--- config.mk ---
export PLATFORM = sky130hd
export DESIGN_NAME = rrfb_divider
export DESIGN_NICKNAME = d
export VERILOG_FILES = /design/src/design/rrfb_pkg.sv /design/src/design/rrfb_divider.sv
export SDC_FILE = /design/constraint.sdc
export NUM_CORES = 1
export LEC_CHECK = 0
export BUFFER_PORTS_ARGS = -buffer_cell sky130_fd_sc_hd__clkbuf_2
export CAP_MARGIN = 0
export CORE_MARGIN = 4
export CORE_UTILIZATION = 45
export CTS_CLUSTER_DIAMETER = 200
export DETAILED_ROUTE_END_ITERATION = 10
export GPL_ROUTABILITY_DRIVEN = 0
export GPL_TIMING_DRIVEN = 0
export SYNTH_ARGS = -nofsm -noshare
export SYNTH_HDL_FRONTEND = slang
export SYNTH_SLANG_ARGS = --single-unit
--- constraint.sdc ---
create_clock -name i_clk -period 4.9 [get_ports i_clk]
set_input_delay 0.245 -clock i_clk [delete_from_list [all_inputs] [get_ports i_clk]]
set_output_delay 0.245 -clock i_clk [all_outputs]
set_load 0.01 [all_outputs]
--- src/design/rrfb_pkg.sv ---
// Shared constants and types for the rounded rectangle fill and blend pipeline.
package rrfb_pkg;

    localparam int CH_W       = 8;
    localparam int RECT_W     = 13;
    localparam int RADIUS_W   = 12;
    localparam int EXC_W      = RADIUS_W + 1;
    localparam int CFG_IDX_W  = 3;
    localparam int CFG_DATA_W = 32;

    localparam int DIV_QUO_W  = 8;
    localparam int DIV_DEN_W  = 16;
    localparam int DIV_NUM_W  = DIV_DEN_W + DIV_QUO_W;

    // floor(x / 255) equals (x * RECIP_255) >> RECIP_SHIFT for every x up to 255 * 255.
    localparam int RECIP_255   = 32897;
    localparam int RECIP_SHIFT = 23;

    typedef enum logic [CFG_IDX_W-1:0] {
        CFG_RECT_LEFT     = 3'd0,
        CFG_RECT_TOP      = 3'd1,
        CFG_RECT_WIDTH    = 3'd2,
        CFG_RECT_HEIGHT   = 3'd3,
        CFG_CORNER_RADIUS = 3'd4,
        CFG_FILL_COLOR    = 3'd5
    } t_cfg_idx;

endpackage

--- src/design/rrfb_divider.sv ---
// Pipelined restoring divider, one quotient bit per register stage.
module rrfb_divider (
    input  logic                           i_clk,
    input  logic                           i_en,
    input  logic [rrfb_pkg::DIV_NUM_W-1:0] i_num,
    input  logic [rrfb_pkg::DIV_DEN_W-1:0] i_den,
    output logic [rrfb_pkg::DIV_QUO_W-1:0] o_quo
);
    import rrfb_pkg::*;

    logic [DIV_NUM_W-1:0] r_rem [DIV_QUO_W-1];
    logic [DIV_DEN_W-1:0] r_dn  [DIV_QUO_W-1];
    logic [DIV_QUO_W-1:0] r_q   [DIV_QUO_W];

    for (genvar k = 0; k < DIV_QUO_W; k++) begin : g_stage
        localparam int SH = DIV_QUO_W - 1 - k;
        logic [DIV_NUM_W-1:0] rem_in;
        logic [DIV_NUM_W-1:0] sub;
        logic [DIV_DEN_W-1:0] dn_in;
        logic [DIV_QUO_W-1:0] q_in;
        logic                 take;

        if (k == 0) begin : g_first
            assign rem_in = i_num;
            assign dn_in  = i_den;
            assign q_in   = '0;
        end else begin : g_next
            assign rem_in = r_rem[k-1];
            assign dn_in  = r_dn[k-1];
            assign q_in   = r_q[k-1];
        end

        assign sub  = DIV_NUM_W'(dn_in) << SH;
        assign take = (rem_in >= sub);

        always_ff @(posedge i_clk) begin
            if (i_en) begin
                r_q[k] <= {q_in[DIV_QUO_W-2:0], take};
            end
        end

        // The last stage only needs its quotient bit.
        if (k < DIV_QUO_W - 1) begin : g_keep
            always_ff @(posedge i_clk) begin
                if (i_en) begin
                    r_rem[k] <= take ? (rem_in - sub) : rem_in;
                    r_dn[k]  <= dn_in;
                end
            end
        end
    end

    assign o_quo = r_q[DIV_QUO_W-1];

endmodule

Yosys cells after proc, flatten, opt, wreduce, memory -nomap -nowiden --
Memory sizes are Yosys's and may differ from the RTL's. Cells that the tools add are included.
Cells by class: add/sub/neg operators 7, order comparisons 8, multiplexer cells 9
Operators with widths (number):
- 24-bit 2-to-1 mux | 7
- 24-bit by 16-bit greater-or-equal comparator with 1-bit output | 1
- 24-bit by 17-bit greater-or-equal comparator with 1-bit output | 1
- 24-bit by 18-bit greater-or-equal comparator with 1-bit output | 1
- 24-bit by 19-bit greater-or-equal comparator with 1-bit output | 1
- 24-bit by 20-bit greater-or-equal comparator with 1-bit output | 1
- 24-bit by 21-bit greater-or-equal comparator with 1-bit output | 1
- 24-bit by 22-bit greater-or-equal comparator with 1-bit output | 1
- 24-bit by 23-bit greater-or-equal comparator with 1-bit output | 1
- 24-bit by 17-bit subtractor with 24-bit output | 1
- 24-bit by 18-bit subtractor with 24-bit output | 1
- 24-bit by 19-bit subtractor with 24-bit output | 1
- 24-bit by 20-bit subtractor with 24-bit output | 1
- 24-bit by 21-bit subtractor with 24-bit output | 1
- 24-bit by 22-bit subtractor with 24-bit output | 1
- 24-bit by 23-bit subtractor with 24-bit output | 1
- 1-bit 2-to-1 mux | 2
Storage, ports and cells: memories kept 3, input bits 42, flip-flop bits (word level) 0, output and inout bits 8, memory bits (writable) 344
Memories:
- r_rem | depth 7, bits a word 24, read ports 7, clocked after memory_dff 0, write ports 7, line rrfb_divider.sv:11 | logic [DIV_NUM_W-1:0] r_rem [DIV_QUO_W-1];
- r_dn | depth 7, bits a word 16, read ports 7, clocked after memory_dff 0, write ports 7, line rrfb_divider.sv:12 | logic [DIV_DEN_W-1:0] r_dn [DIV_QUO_W-1];
- r_q | depth 8, bits a word 8, read ports 8, clocked after memory_dff 0, write ports 8, line rrfb_divider.sv:13 | logic [DIV_QUO_W-1:0] r_q [DIV_QUO_W];

Depth between registers and ports, before layout --
Gate-level depths: netlist (run 1). An unclocked memory read counts as a cell.
depth after elaboration 3, gate-level depth with buffers 12

Least setup slack after synthesis (run 1) --
OpenSTA, ideal clock, no wires.
path type flip-flop to flip-flop, start mem r_rem[5][1] (netlist name), end mem r_rem[6][21] (netlist name) (data pin), stages on the path, launching flop included 11, clock period less this slack 2.726 ns, data arrival time 2.447 ns, setup time 0.279 ns, slack 2.174 ns, cell sequence edfxtp_1 > inv_1 > ha_1 > inv_1 > fa_1 > a21oi_1 > o211ai_1 > a41o_1 > a22o_1 > a2111oi_0 > xor2_1
RTL lines (line):
- start: declaration | rrfb_divider.sv:11

==> metrics.cfg, run 1 <==
[run_status]
outcome=completed

[clocking]
numClockSinks=316
clkTransAtPathRegs_ns=0.06
post_cts.repair.setup_buffers=0
clk_path_buf_depth=3
clockRootBuffer=clkbuf_16
htreeDepth=2
cts_tree=built
ctsHoldBuffers=29
cts-resized-gates=0
cts_buffers=37
clock_latency_ns=0.53

[power]
powerDensity_nw_per_um2=510.6
finalPower_mw=10.29
p_leak_nw=7.972
ir_drop_mv=0.2251

[timing]
worstMarginPinSlew_ns=1.046
slew_headroom=0.2962
rsz0062_at_grt=false
fin_tns_setup_ns=0
finClkSkew_ns=0.01409
setup_viol=0
slew_viol_final=0
max_freq_mhz=272.5
min_period_ns=3.669
layout_worst_path_cycle_share=0.7488
hold_viol=0

[logic_synthesis]
synth_top_family_by_area=compound AO/OA/AOI/OAI gates
netlist_area_sq_um=17800
syn_area_per_cell_sq_um=11.05
async_flop_share=0
synth_cell_types=75
yosys_warnings=0
syn-num-nets=1788
synth_compound_area_frac=0.1524
synth-edff-count=316
synth-adder-area-share=0.09784
yosys-mux-area-fraction=0.01680
synth-xor-area-share=0.04969
synth-simple-area-share=0.1073
postSynthCellCount=1611
synth_seq_cells=316
ys.flop_type=edfxtp_1
seq_area_frac_synth=0.5330

[setup_path]
crit_type=reg -> reg
endpoint_kind=register
cp.arrival_ns=3.92
worst-path-max-fanout=10
crit_chain=inv_1 -> ha_1 -> inv_1 -> fa_1 -> a21oi_1 -> o221ai_1 -> o21bai_1 -> a21boi_0 -> nor2_1 -> clkbuf_1 -> o21ai_0
critPathMostFrequentCell=inv_1
max_stage_delay_ns=0.57
required_ns=5.15
critPathLaunchType=register
crit_slowest_cell=nor2_1

[finish]
syn_to_final_growth_pct=13.26
fin_cells=2270
num_antenna_cells=0
finalInstanceArea_sq_um=20160
layout-drive-gt1-share=0.08790
nFillCells=3440
nNetsFinal=1907

[drt]
drt_iter0_drc=600
antenna_left=0
drc=0
drt-pass1-iter-count=6
avgRoutedWirePerCell_um=14.95
wirelength_um=33940
viasPerCell=5.319
vias=12075

[die]
coreArea_sq_um=38920
die_w_um=206.9
rows=72
ioPinCount=50
fp.dieArea_sq_um=42810
fp.dieH_um=206.9
start_util=0.4574

[grt]
grt_pass1_vias=12335
grt_overflow=0
antenna_found_initial=0
grt_pass1_wl_um=56300
grt_util_all_layers=0.1618
grt_max_degree=122

[placed_design]
dp.final_hpwl_um=26320
place_inst=2180
numPortBuffers=49
placed_area_sq_um=18760

[hold_path]
hp-class=in -> reg

[job]
cap_viol_max_count=0

==> cells in the final DEF, fill, tap and decap left out, types with 36 or more instances in the layout <==
master	instances
edfxtp_1	316
nor3_1	36
a21o_1	40
clkbuf_2	49
xor2_1	55
nor2_1	104
xnor2_1	46
o21ai_0	125
a21oi_1	109
clkbuf_16	37
ha_1	128
inv_1	165
nand2_1	138
==> kinds of logic after synthesis <==
| logic type | Yosys count |
|---|---|
| compound gates | 427 |
| simple gates | 406 |
| flops | 316 |
| buf+inv | 199 |
| fa+ha+maj | 135 |
| xor+xnor | 101 |
| mux | 27 |
==> critical path, delay by kind of cell, from the launching register on <==
kind	cells	cell delay (ns)
AOI/OAI and AO/OA	5	1.28
and+or+nand+nor	1	0.57
buffers and inverters	3	0.57
adders and majority gates	2	0.56
DFF	1	0.39
==> metal layers <==
metal | vias to the layer above | GRT usage | routed length (um) | part of all wire
met5 | - | 0 | 0 | 0
met4 | 0 | 0.08924 | 1911 | 0.056
met3 | 112 | 0.02515 | 1161 | 0.034
met2 | 268 | 0.3159 | 17990 | 0.53
met1 | 5515 | 0.1625 | 12880 | 0.38
li1 | 6180 | - | - | -
==> state kept, by name, indices dropped and copies added (netlist names) <==
register,cells
r_dn,112
r_q,36
r_rem,168
==> per-stage QoR <==
stage | hold slack [ns] | setup WS (ns) | util
after global routing | 0.02675 | 0.8826 | 0.5181
after global placement | 0.4019 | -1.183 | 0.4804
after CTS | 0.004958 | 1.201 | 0.5181
after detailed placement | 0.4045 | 1.202 | 0.4820
after floorplan | 0.3439 | 2.174 | -
final | 0.03127 | 1.231 | 0.5181
==> synthesized netlist by cell type (all sizes together), types with 16 or more instances <==
library cell	n	area, sq um
xor2	55	481.7
edfxtp	316	9489
clkbuf	21	80.07
nor2	104	390.4
o21a	22	165.2
nand3	20	100.1
xnor2	46	402.9
a21o	40	300.3
nand2	138	518.0
inv	167	626.9
nand4	16	100.1
nand2b	21	131.4
mux2	23	259.0
a211oi	18	135.1
a21oi	110	554.3
nor3	36	180.2
ha	128	1602
o21ai	129	653.1
==> final timing paths <==
check | startpoint | end | slack, ns | depth (start not counted)
setup reg to reg | r_rem[4][2]$_DFFE_PP_ | r_rem[5][16]$_DFFE_PP_ | 1.23 | 11
hold / removal | i_num[9] | r_rem[0][9]$_DFFE_PP_ | 0.03 | 3
setup / recovery | r_rem[4][2]$_DFFE_PP_ | r_rem[5][16]$_DFFE_PP_ | 1.23 | 11
hold reg to reg | r_q[1][3]$_DFFE_PP_ | r_q[1][12]$_DFFE_PP_ | 0.42 | 0
==> power breakdown <==
| part | internal, mW | switching, mW | total (mW) |
|---|---|---|---|
| Combinational | 1.59 | 2.09 | 3.68 |
| Clock | 1.49 | 1.00 | 2.49 |
| Sequential | 3.80 | 0.318 | 4.12 |
==> final cells by class <==
type | count | area [sq um] | area share
Clock inverter | 18 | 163.9 | 0.008130
Buffer | 32 | 138.9 | 0.006888
Clock buffer | 43 | 948.4 | 0.04704
Inverter | 167 | 626.9 | 0.03109
Tap cell | 518 | 648.1 | 0.03215
Sequential cell | 316 | 9489 | 0.4706
Multi-Input combinational cell | 1096 | 7547 | 0.3743
Timing Repair Buffer | 80 | 599.3 | 0.02973
(Power assumes the default switching activity.)
==> inputs of run 2 (changes only) <==
==> constraint.sdc (replaced) <==
create_clock -name i_clk -period 3.8 [get_ports i_clk]
set_input_delay 0.19 -clock i_clk [delete_from_list [all_inputs] [get_ports i_clk]]
set_output_delay 0.19 -clock i_clk [all_outputs]
set_load 0.01 [all_outputs]
==> run 2 against run 1 <==
Against the previous run:
- flip-flop and latch count unchanged
- clock power increased by 29%
- largest power group unchanged
- wire length increased by 0.69%
- global-route usage about the same
- combinational power increased by 30%
- sequential power increased by 29%
- sequential share of layout area decreased by 0.22 points
- non-clock buffer count increased by 9
- core utilization increased by 0.24 points
==> metrics.cfg, run 2 (synthesized netlist as in run 1, its figures left out) <==
[clocking]
numClockSinks=316
cts_buffers=37
clock_latency_ns=0.53
htreeDepth=2
clkTransAtPathRegs_ns=0.05
clockRootBuffer=clkbuf_16
cts_tree=built
clk_path_buf_depth=3

[run_status]
outcome=completed

[drt]
drt-pass1-iter-count=7
wirelength_um=34180
drt_iter0_drc=592
antenna_left=0
vias=12078
viasPerCell=5.300
drc=0
avgRoutedWirePerCell_um=15.00

[timing]
min_period_ns=3.629
setup_viol=0
hold_viol=0
worstMarginPinSlew_ns=1.052
max_freq_mhz=275.6
layout_worst_path_cycle_share=0.9549
finClkSkew_ns=0.01222
rsz0062_at_grt=false
slew_headroom=0.2921
fin_tns_setup_ns=0
holdWs_ns=0.02966
slew_viol_final=0

[setup_path]
cp_num_buf_inv=4
rr_worst_depth=12
cp.arrival_ns=3.88
crit_chain=inv_1 -> ha_1 -> inv_1 -> fa_1 -> a21o_1 -> o21a_1 -> a2111oi_0 -> o21a_1 -> inv_2 -> clkbuf_1 -> nor2_1 -> a21oi_1
crit_type=reg -> reg
crit_slowest_cell=a2111oi_0
max_stage_delay_ns=0.62
path_depth=12
endpoint_kind=register
critPathLaunchType=register
worst-path-max-fanout=10
path_delay_family=compound AO/OA/AOI/OAI gates
r2r_slack_ns=0.17
required_ns=4.05

[power]
p_leak_nw=8.012
pwr-share-seq=0.400
finalPower_mw=13.29
switching_share=0.3316
pwr-share-clk=0.242
powerDensity_nw_per_um2=656.3
comb_power_share=0.358
ir_drop_mv=0.2906
switchingPower_mw=4.409
p_int_mw=8.885

[die]
ioPinCount=50
start_util=0.4574
fp.dieArea_sq_um=42810
coreArea_sq_um=38920
die_w_um=206.9
fp.dieH_um=206.9
rows=72

[hold_path]
hp-class=in -> reg
whs_path_depth=3

[finish]
num_antenna_cells=0
nFillCells=3433
fin_cells=2279
layout_commonest_cell=edfxtp_1
largest_register_ffs=168
syn_to_final_growth_pct=13.78
layout_common_cells=edfxtp_1, inv_1, nand2_1
layout-drive-gt1-share=0.08859
top_regs=r_rem: 168 flops, r_dn: 112 flops, r_q: 36 flops
regMostFlops=r_rem
nNetsFinal=1916

[placed_design]
place_inst=2180
numPortBuffers=49
dp.final_hpwl_um=26320

[grt]
antenna_found_initial=0
grt_pass1_vias=12373
grt_overflow=0
grt_max_degree=122
grt_util_all_layers=0.1621
grt_pass1_wl_um=56410

[job]
cap_viol_max_count=0

[run 2: layout make-up]
type / instances / area (sq um) / area share
tap: 518 / 648.1 / 0.03200
multi-input combinational: 1096 / 7550 / 0.3727
timing repair buffer: 89 / 689.4 / 0.03404
inverter: 167 / 626.9 / 0.03095
buffer: 32 / 140.1 / 0.006918
sequential: 316 / 9489 / 0.4685
clock buffer: 43 / 948.4 / 0.04682
clock inverter: 18 / 163.9 / 0.008092
[run 2: worst paths after layout]
kind                                       startpoint                    end
worst max-delay path            r_rem[0][6]$_DFFE_PP_  r_rem[1][6]$_DFFE_PP_
worst min-delay path                         i_num[7]  r_rem[0][7]$_DFFE_PP_
worst max register to register  r_rem[0][6]$_DFFE_PP_  r_rem[1][6]$_DFFE_PP_
worst min register to register   r_q[0][25]$_DFFE_PP_    r_q[1][2]$_DFFE_PP_
[run 2: what timing repair did]
| item | 4_1_cts | 5_1_grt |
|---|---|---|
| setup buffers | 0 | 0 |
| endpoints found under the hold margin | 38 | 0 |
| setup endpoints to repair | 0 | 16 |
| hold buffers | 38 | 0 |
| gates resized for setup | 0 | 3 |
[run 2: power groups by stage]
stage / Clock [mW] / Combinational, mW / Sequential (mW)
final: 3.21 / 4.77 / 5.32
after floorplan: 0 / 3.71 / 5.23
after detailed placement: 0 / 4.67 / 5.37
after CTS: 3.32 / 4.73 / 5.31
after global routing: 3.50 / 5.36 / 5.40
after global placement: 0 / 4.58 / 5.42
[run 2: stage by stage]
stage / instance area [sq um] / utilization / setup WS [ns]
global route: 20260 / 0.5205 / 0.002725
CTS: 20250 / 0.5204 / 0.1007
global placement: 18700 / 0.4804 / -2.228
finish: 20260 / 0.5205 / 0.1714
floorplan: 17800 / - / 1.074
detailed placement: 18760 / 0.4820 / 0.1025
[run 2: worst min-delay path, delay by kind of cell]
family | cells | cell delay [ns]
and+or+nand+nor | 1 | 0.04
buffers and inverters | 1 | 0.09
AOI/OAI and AO/OA | 1 | 0.12
[run 2: layer usage]
layer	vias to the layer above	share of wire	track usage
met5	-	0	0
met4	0	0.058	0.08853
met3	110	0.032	0.02500
met2	247	0.53	0.3170
met1	5520	0.38	0.1628
li1	6201	-	-
==> inputs of run 3 (changes only) <==
==> constraint.sdc (replaced) <==
create_clock -name i_clk -period 4.3 [get_ports i_clk]
set_input_delay 0.215 -clock i_clk [delete_from_list [all_inputs] [get_ports i_clk]]
set_output_delay 0.215 -clock i_clk [all_outputs]
set_load 0.01 [all_outputs]
==> run 3 against run 2 <==
Against the previous run:
- first-iteration DRC count down 6.8%
- global-route usage is the same
- critical path type unchanged
- setup slack gained 0.49 ns
- non-clock buffer count is 1 lower
- combinational power is 12% lower
==> metrics.cfg, run 3 (synthesized netlist as in run 1, its figures left out) <==
[power]
p_leak_nw=8.005
powerDensity_nw_per_um2=579.9
finalPower_mw=11.74
ir_drop_mv=0.2566

[grt]
grt_max_degree=122
grt_pass1_vias=12367
grt_util_all_layers=0.1621
grt_pass1_wl_um=56400
grt_overflow=0
antenna_found_initial=0

[setup_path]
required_ns=4.55
crit_chain=inv_1 -> ha_1 -> inv_1 -> fa_1 -> a21oi_1 -> o221ai_1 -> o21bai_1 -> a21boi_0 -> nor2_1 -> clkbuf_1 -> o21ai_0
cp.arrival_ns=3.89
critPathLaunchType=register
endpoint_kind=register
r2r_slack_ns=0.66
r2r-start=r_rem[4][2]$_DFFE_PP_
crit_slowest_cell=nor2_1
max_stage_delay_ns=0.55
crit_type=reg -> reg
startpoint=r_rem[4][2]$_DFFE_PP_
critPathMostFrequentCell=inv_1
worst-path-max-fanout=10

[timing]
rsz0062_at_grt=false
finClkSkew_ns=0.01141
holdWs_ns=0.04409
worstMarginPinSlew_ns=1.042
slew_headroom=0.2989
setup_ws_ns=0.6602
slew_viol_final=0
min_period_ns=3.640
layout_worst_path_cycle_share=0.8465
max_freq_mhz=274.7
setup_viol=0
hold_viol=0

[finish]
fin_cells=2278
top_regs=r_rem: 168 flops, r_dn: 112 flops, r_q: 36 flops
largest_register_ffs=168
syn_to_final_growth_pct=13.71
layout_common_cells=edfxtp_1, inv_1, nand2_1
regMostFlops=r_rem
nFillCells=3433
nNetsFinal=1915
utilization=0.5201
num_antenna_cells=0
layout-drive-gt1-share=0.08750
layout_commonest_cell=edfxtp_1

[drt]
wirelength_um=34040
antenna_left=0
drc=0
avgRoutedWirePerCell_um=14.94
vias=12033
drt-pass1-iter-count=9
drt_iter0_drc=552
viasPerCell=5.282

[placed_design]
place_inst=2180
dp.final_hpwl_um=26320
pre_cts_ws_ns=0.6025
numPortBuffers=49

[die]
fp.dieArea_sq_um=42810
fp.dieH_um=206.9
ioPinCount=50
coreArea_sq_um=38920
die_w_um=206.9
rows=72
start_util=0.4574

[hold_path]
hp-class=in -> reg
worstHoldStart=i_num[23]

[clocking]
cts_buffers=37
cts_tree=built
clk_path_buf_depth=3
clock_latency_ns=0.53
post_cts.repair.setup_buffers=0
clockRootBuffer=clkbuf_16
clkTransAtPathRegs_ns=0.06
numClockSinks=316
htreeDepth=2

[run_status]
outcome=completed

[job]
cap_viol_max_count=0

==> run 3: cell count changes in the layout (fill, tap and decap cells not counted) <==
cell,delta
nor2_2,-1
clkbuf_1,+1
clkbuf_2,-1
nor2_1,+1
dlygate4sd3_1,-1
==> run 3: final timing paths <==
path | end | depth (start not counted)
setup / recovery | r_rem[5][16]$_DFFE_PP_ | 11
setup reg to reg | r_rem[5][16]$_DFFE_PP_ | 11
hold / removal | r_rem[0][23]$_DFFE_PP_ | 2
hold reg to reg | r_q[1][12]$_DFFE_PP_ | 0
==> run 3: power breakdown <==
group	switching, mW	total [mW]	internal, mW	leakage [nW]
Clock	1.14	2.84	1.70	0.549
Combinational	2.38	4.20	1.82	4.40
Sequential	0.363	4.70	4.33	3.06
Total	3.89	11.7	7.85	8.00
==> run 3: worst max-delay path, delay by kind of cell, from the launching register on <==
kind	cells	cell delay [ns]
DFF	1	0.39
buffers and inverters	3	0.58
AOI/OAI and AO/OA	5	1.27
and+or+nand+nor	1	0.55
adders and majority gates	2	0.56
==> run 3: cell type report <==
type	count	area [sq um]	area share
clock inverter	18	163.9	0.008097
tap	518	648.1	0.03202
clock buffer	43	948.4	0.04685
sequential	316	9489	0.4688
timing repair buffer	88	679.4	0.03356
inverter	167	626.9	0.03097
multi-input combinational	1096	7547	0.3729
buffer	32	138.9	0.006861
==> run 3: timing repair <==
action	4_1_cts	5_1_grt
hold buffers	37	0
resized for setup	0	0
hold endpoints to repair	37	0
==> run 3: routing by layer <==
layer  GRT usage  wire [um]
met1      0.1628      13020
met2      0.3170      18000
met3     0.02500       1098
met4     0.08853       1924
met5           0          0
==> run 3: per-stage QoR <==
stage	area (sq um)	TNS (ns)
global route	20240	0
global placement	18700	-540.78
CTS	20240	0
detailed placement	18760	0
floorplan	17800	0
finish	20240	0
